<file path="config.mk">
export PLATFORM = sky130hd
export DESIGN_NAME = frt_cell
export DESIGN_NICKNAME = d
export VERILOG_FILES = /design/src/hw/rtl/frt_pkg.sv /design/src/hw/rtl/frt_cell.sv
export SDC_FILE = /design/constraint.sdc
export NUM_CORES = 2
export LEC_CHECK = 0
export BUFFER_PORTS_ARGS = -buffer_cell sky130_fd_sc_hd__buf_2
export CAP_MARGIN = 0
export CELL_PAD_IN_SITES_DETAIL_PLACEMENT = 0
export CELL_PAD_IN_SITES_GLOBAL_PLACEMENT = 1
export CORE_MARGIN = 3
export CORE_UTILIZATION = 30
export DETAILED_ROUTE_END_ITERATION = 10
export PLACE_DENSITY_LB_ADDON = 0.1
export SLEW_MARGIN = 20
export SYNTH_ARGS = -nofsm -noshare
export SYNTH_HDL_FRONTEND = slang
export SYNTH_SLANG_ARGS = --single-unit
</file>
<file path="constraint.sdc">
create_clock -name clk -period 12 [get_ports clk]
set_input_delay 1.2 -clock clk [delete_from_list [all_inputs] [get_ports clk]]
set_output_delay 1.2 -clock clk [all_outputs]
set_load 0.005 [all_outputs]
</file>
<file path="src/hw/rtl/frt_pkg.sv">
`timescale 1ns / 1ps

package frt_pkg;

  localparam int TAP_COUNT_W = 7;
  localparam int COEF_IDX_W  = 6;
  localparam int REG_IDX_W   = 2;

  typedef logic [REG_IDX_W-1:0] reg_idx_t;

  localparam reg_idx_t REG_TAP_COUNT    = 2'd0;
  localparam reg_idx_t REG_COEF_INDEX   = 2'd1;
  localparam reg_idx_t REG_COEF_VALUE   = 2'd2;
  localparam reg_idx_t REG_COMPLEX_MODE = 2'd3;

  localparam logic [TAP_COUNT_W-1:0] TAP_COUNT_RST = 7'd1;
  localparam logic                   COMPLEX_RST   = 1'b1;

  typedef enum logic {
    ST_IDLE,
    ST_RUN
  } state_t;

  // control that every cell of the chain sees
  typedef struct packed {
    logic                   shift;
    logic                   coef_we;
    logic [COEF_IDX_W-1:0]  coef_idx;
    logic [TAP_COUNT_W-1:0] tap_count;
  } cell_ctl_t;

endpackage

</file>
<file path="src/hw/rtl/frt_cell.sv">
`timescale 1ns / 1ps

module frt_cell #(
  parameter int K     = 0,
  parameter int SW    = 16,
  parameter int CW    = 16,
  parameter int ACC_W = 39
) (
  input  logic                    clk,
  input  logic                    rst_n,
  input  frt_pkg::cell_ctl_t      ctl,
  input  logic signed [CW-1:0]    coef_wdata,
  input  logic signed [SW-1:0]    x_i_in,
  input  logic signed [SW-1:0]    x_q_in,
  input  logic signed [ACC_W-1:0] sum_i_in,
  input  logic signed [ACC_W-1:0] sum_q_in,
  output logic signed [SW-1:0]    x_i_r,
  output logic signed [SW-1:0]    x_q_r,
  output logic signed [ACC_W-1:0] sum_i_r,
  output logic signed [ACC_W-1:0] sum_q_r
);

  localparam int PW = SW + CW;

  logic signed [CW-1:0] coef_r;
  logic signed [PW-1:0] prod_i_r;
  logic signed [PW-1:0] prod_q_r;
  logic signed [PW-1:0] prod_i_nxt;
  logic signed [PW-1:0] prod_q_nxt;
  logic                 active;
  logic                 idx_hit;

  // tap count zero still uses the first tap
  assign active  = (K == 0) || (K < 32'(ctl.tap_count));
  assign idx_hit = (32'(ctl.coef_idx) == K);

  always_comb begin
    prod_i_nxt = '0;
    prod_q_nxt = '0;
    if (active) begin
      prod_i_nxt = PW'(x_i_r) * PW'(coef_r);
      prod_q_nxt = PW'(x_q_r) * PW'(coef_r);
    end
  end

  always_ff @(posedge clk) begin
    if (!rst_n) begin
      x_i_r  <= '0;
      x_q_r  <= '0;
      coef_r <= '0;
    end else begin
      if (ctl.shift) begin
        x_i_r <= x_i_in;
        x_q_r <= x_q_in;
      end
      if (ctl.coef_we && idx_hit) begin
        coef_r <= coef_wdata;
      end
    end
  end

  always_ff @(posedge clk) begin
    prod_i_r <= prod_i_nxt;
    prod_q_r <= prod_q_nxt;
    sum_i_r  <= sum_i_in + ACC_W'(prod_i_r);
    sum_q_r  <= sum_q_in + ACC_W'(prod_q_r);
  end

endmodule

</file>
# --- After elaboration in Yosys (flattened, before gate mapping) ---
# Index checks and enable logic that the tools add are counted.
word_totals:
  reg_bits: 190
  inputBits: 143
  out_inout_bits: 110
op_classes:
  n_addsub: 2
  n_mul: 2
  reduce_logical: 2
op_table:
  columns: ["cell", "n"]
  rows:
  - ["adder 39 x 32 -> 39 bit", 2]
  - ["multiplier 16 x 16 -> 32 bit", 2]
  - ["logical NOT 6 bit", 1]
  - ["logical AND 1 bit", 1]

# --- Longest topological paths before layout ---
logic_depth:
  word_depth: 2
  mapped_depth: 24
  mapped_depth_nobuf: 23

# --- Worst setup path before layout ---
# Ideal clock, no wire load.
synth_timing:
  path_kind: "flip-flop to flip-flop"
  start: "register x_q_r[11]"
  end: "register prod_q_r[31]"
  setup_ps: 72
  arrival_time_ps: 6135
  t_required_ps: 11928
  setup_slack_ps: 5793
  stages_incl_launch_ff: 23
  n_path_buf: 1
  cell_sequence: "dfxtp_1 > clkbuf_1 > nand2_1 > fa_1 > fa_1 > fa_1 > inv_1 > fa_1 > fa_1 > inv_1 > fa_1 > inv_1 > ha_1 > a21o_1 > a21oi_1 > o21ai_0 > a221oi_1 > o21ai_0 > or2_2 > a41oi_1 > o2111ai_1 > a21oi_1 > xnor2_1"
synth_between:
  elab_chain_cells: 1
synth_rtl:
  columns: ["element", "line", "source"]
  rows:
  - ["start, declared", "frt_cell.sv:18", "output logic signed [SW-1:0] x_q_r,"]
  - ["start signal, assigned", "frt_cell.sv:54", "x_q_r <= x_q_in;"]
  - ["multiplier 16 x 16 -> 32 bit", "frt_cell.sv:42", "prod_q_nxt = PW'(x_q_r) * PW'(coef_r);"]
  - ["net prod_q_nxt[31]", "frt_cell.sv:29", "logic signed [PW-1:0] prod_q_nxt;"]
  - ["end signal, assigned", "frt_cell.sv:64", "prod_q_r <= prod_q_nxt;"]
  - ["end, declared", "frt_cell.sv:27", "logic signed [PW-1:0] prod_q_r;"]
# The timed path passes the listed nets, and every way through them passes these cells.
# A chain may end at the register's enable or synchronous reset.

# --- Worst setup path in the final report ---
# Same ends and word-level chain as after synthesis.

==> flow_metrics.env <==
export IMPL_status="complete, no violations"
export IMPL_grt_antenna_before_repair=7
export IMPL_antenna_left=0
export IMPL_holdBufCountCts=0
export IMPL_rows=111
export IMPL_synth_cell_type_count=65
export IMPL_irDropWorstVdd_uv=101.6
export IMPL_die_area_um2=96830
export IMPL_first_global_vias=22020
export IMPL_cts_resized=0
export IMPL_whs_path_depth=1
export IMPL_endpoint_kind="register"
export IMPL_gp_congestion=0.7907
export IMPL_final_common_cell="inv_1"
export IMPL_post_cts_buffers=0
export IMPL_power_switching_uw=445.9
export IMPL_numCtsBuffers=17
export IMPL_max_slew_margin=0.2409
export IMPL_syn_area_um2=27940
export IMPL_period_needed_ns=7.389
export IMPL_vias=20200
export IMPL_finalMaxSlewViolations=0
export IMPL_die_width_um=311.2
export IMPL_layout_common_cells="603 x inv_1, 526 x fa_1, 288 x nand2_1, 252 x and2_1, 245 x buf_2"
export IMPL_synth_nets=3892
export IMPL_synth_cells=2983
export IMPL_dr_pass1_iters=7
export IMPL_tightest_slew_ns=1.139
export IMPL_wirelength_um=69180
export IMPL_fin_crit_sh=0.6157
export IMPL_ys_warn_count=0
export IMPL_clockBufferDepth=2
export IMPL_fmax_mhz=135.3
export IMPL_pwr_share_seq=0.479
export IMPL_ff2ff_setup_slack_ns=4.61
export IMPL_pre_cts_ws_ns=4.592
export IMPL_leakage_nw=16.57
export IMPL_die_h_um=311.2
export IMPL_drc=0
export IMPL_dp_cells=4399
export IMPL_ys_ff_latch=190
export IMPL_synthArstFlopShare=0
export IMPL_clkSlewWorstSetupHoldPaths_ns=0.08
export IMPL_cp_data_arrival_time_ns=7.83
export IMPL_synthFlopType="dfxtp_1"
export IMPL_switching_share=0.3044
export IMPL_finalHoldViolCount=0
export IMPL_ios=253
export IMPL_fin_skew_ns=0.03111
export IMPL_hold_start="prod_q_r[0]"
export IMPL_avgSynthCellArea_um2=9.366
export IMPL_yosys_top_cells_area="fa_1 38%, dfxtp_1 14%, ha_1 11%, inv_1 8.1%, and2_1 5.6%"
export IMPL_rr_worst_depth=21
export IMPL_syn2layout_area_growth_pct=11.33
export IMPL_post_drt_wl_per_cell_um=15.60
export IMPL_critPathKind="reg -> reg"
export IMPL_synth_edf_count=0
export IMPL_comb_power_share=0.126
export IMPL_critPathMaxFanout=18
export IMPL_dr_first_iter_drc_count=841
export IMPL_nets=4084
export IMPL_htree_levels=4
export IMPL_drv_cap=0
export IMPL_rsz0062_at_grt="no"
export IMPL_fin_ws_ns=4.611
export IMPL_grt_util_all_layers=0.1505
export IMPL_r2r_start="x_q_r[11]"
export IMPL_fin_tns_setup_ns=0
export IMPL_synth_seq_area_share=0.1361
export IMPL_cts_root_buf="clkbuf_16"
export IMPL_layout_cells_non_filler=4434
export IMPL_start_kind="register"
export IMPL_p_int_mw=1.019
export IMPL_required_ns=12.44
export IMPL_coreArea_um2=91940
export IMPL_cts_sinks=190
export IMPL_dp_hpwl_um=56540
export IMPL_power_density_nw_per_um2=47.10
export IMPL_grt_pass1_wl_um=116500
export IMPL_yosysTopAreaCell="fa_1"
export IMPL_timing_rr_end="prod_q_r[31]"
export IMPL_port_buffers=245
export IMPL_clk_insertion_delay_late_ns=0.52
export IMPL_yosysTopAreaCellShare=0.3769
export IMPL_grt_max_degree=49
export IMPL_p_clk_frac=0.394
export IMPL_holdPathEnd="sum_q_r[0]"
export IMPL_drive_above_1_share=0.1007
export IMPL_overflow=0
export IMPL_viasPerCell=4.557
export IMPL_finalSetupViolations=0
export IMPL_initial_utilization=0.3039
export IMPL_cts_tree="done"
export IMPL_hp_class="reg -> reg"
[area by class of cell]
cell class	count	area, um2
clock inverters	15	130.1
flip-flops and latches	190	3804
repair buffers	269	1406
clock buffers	17	425.4
fillers	9728	60840
inverters	603	2263
well taps	1243	1555
multi-input cells	2094	21510
diodes	3	7.507
[stage by stage]
step / util / cell area (um2) / power (mW) / hold WS, ns
detailed placement: 0.3322 / 30540 / 0.9054 / 0.4341
global route: 0.3382 / 31100 / 1.552 / 0.4738
global placement: 0.3322 / 30540 / 0.9023 / 0.4268
CTS: 0.3382 / 31100 / 1.511 / 0.4545
floorplan: - / 27940 / 0.8041 / 0.4200
finish: 0.3383 / 31100 / 1.465 / 0.4487
[metal layers]
layer  wire (um)  vias to the layer above  part of all wire  track usage
li1            -                     9541                 -            -
met1       33390                    10330              0.48       0.2095
met4         762                        4             0.011      0.03204
met2       32480                      293              0.47       0.2466
met3        2522                       33             0.036      0.02451
met5          18                        -           0.00026            0
[kinds of logic (layout without fill, tap and decap cells)]
logic type                 count (synthesis)  in the layout  share of synthesized area
and+or+nand+nor                          803            803                     0.1453
xor gates and xnor gates                 136            136                    0.04263
muxes                                     48             48                    0.01720
other                                      0              3                          0
buffers and inverters                    699            904                    0.09391
DFF                                      190            190                     0.1361
adders and majority gates                766            766                     0.4844
AOI/OAI and AO/OA                        341            341                    0.08043
[sequential cells by signal (all words and copies together), names as in the netlist]
name	flops
sum_i_r	39
sum_q_r	39
prod_i_r	32
prod_q_r	32
coef_r	16
x_i_r	16
x_q_r	16
[how the worst max path moves through the flow]
| stage | start | end | slack (ns) | cells past startpoint |
|---|---|---|---|---|
| 2_1_floorplan | x_q_r[11] | prod_q_r[31] | 5.79 | 22 |
| 3_3_place_gp | x_q_r[11] | prod_q_r[31] | 4.60 | 21 |
| 3_5_place_dp | x_q_r[11] | prod_q_r[31] | 4.59 | 21 |
| 4_1_cts | x_q_r[11] | prod_q_r[31] | 4.56 | 21 |
| 5_1_grt | x_q_r[11] | prod_q_r[31] | 4.14 | 21 |
| 6_report | x_q_r[11] | prod_q_r[31] | 4.61 | 21 |
[worst max-delay path: stages (launching register included)]
cell	delay, ns
dfxtp_1	1.01
nand2_1	0.19
fa_1	0.56
fa_1	0.51
fa_1	0.52
inv_1	0.05
fa_1	0.50
fa_1	0.49
inv_1	0.05
fa_1	0.47
inv_1	0.04
ha_1	0.33
a21o_1	0.18
a21oi_1	0.20
o21ai_0	0.10
a221oi_1	0.50
o21ai_0	0.25
or2_2	0.35
a41oi_1	0.49
o2111ai_1	0.21
a21oi_1	0.20
xnor2_1	0.13
[synthesized netlist by cell type, types with 3 or more instances]
| master | n |
|---|---|
| a211o_1 | 5 |
| a211oi_1 | 9 |
| a21boi_0 | 7 |
| a21o_1 | 67 |
| a21o_2 | 4 |
| a21oi_1 | 105 |
| a31o_2 | 3 |
| a31oi_1 | 9 |
| a41oi_1 | 3 |
| and2_1 | 252 |
| and3_1 | 11 |
| and4_1 | 6 |
| buf_1 | 5 |
| clkbuf_1 | 91 |
| dfxtp_1 | 190 |
| fa_1 | 526 |
| ha_1 | 240 |
| inv_1 | 603 |
| mux2i_1 | 48 |
| nand2_1 | 288 |
| nand2b_1 | 25 |
| nand3_1 | 26 |
| nand4_1 | 4 |
| nor2_1 | 90 |
| nor2b_1 | 62 |
| nor3_1 | 15 |
| o2111ai_1 | 3 |
| o21a_1 | 23 |
| o21ai_0 | 52 |
| o21ai_1 | 3 |
| o21bai_1 | 14 |
| o31a_1 | 4 |
| o31ai_1 | 4 |
| or2_2 | 7 |
| or3_1 | 6 |
| xnor2_1 | 101 |
| xor2_1 | 35 |
[power groups by stage]
stage | combinational [mW] | clock, mW | sequential (mW)
6_report | 0.185 | 0.578 | 0.702
5_1_grt | 0.209 | 0.634 | 0.709
3_5_place_dp | 0.187 | 0 | 0.719
4_1_cts | 0.188 | 0.620 | 0.704
3_3_place_gp | 0.185 | 0 | 0.718
2_1_floorplan | 0.111 | 0 | 0.693
Note: power is estimated with default switching activity, not from simulation.
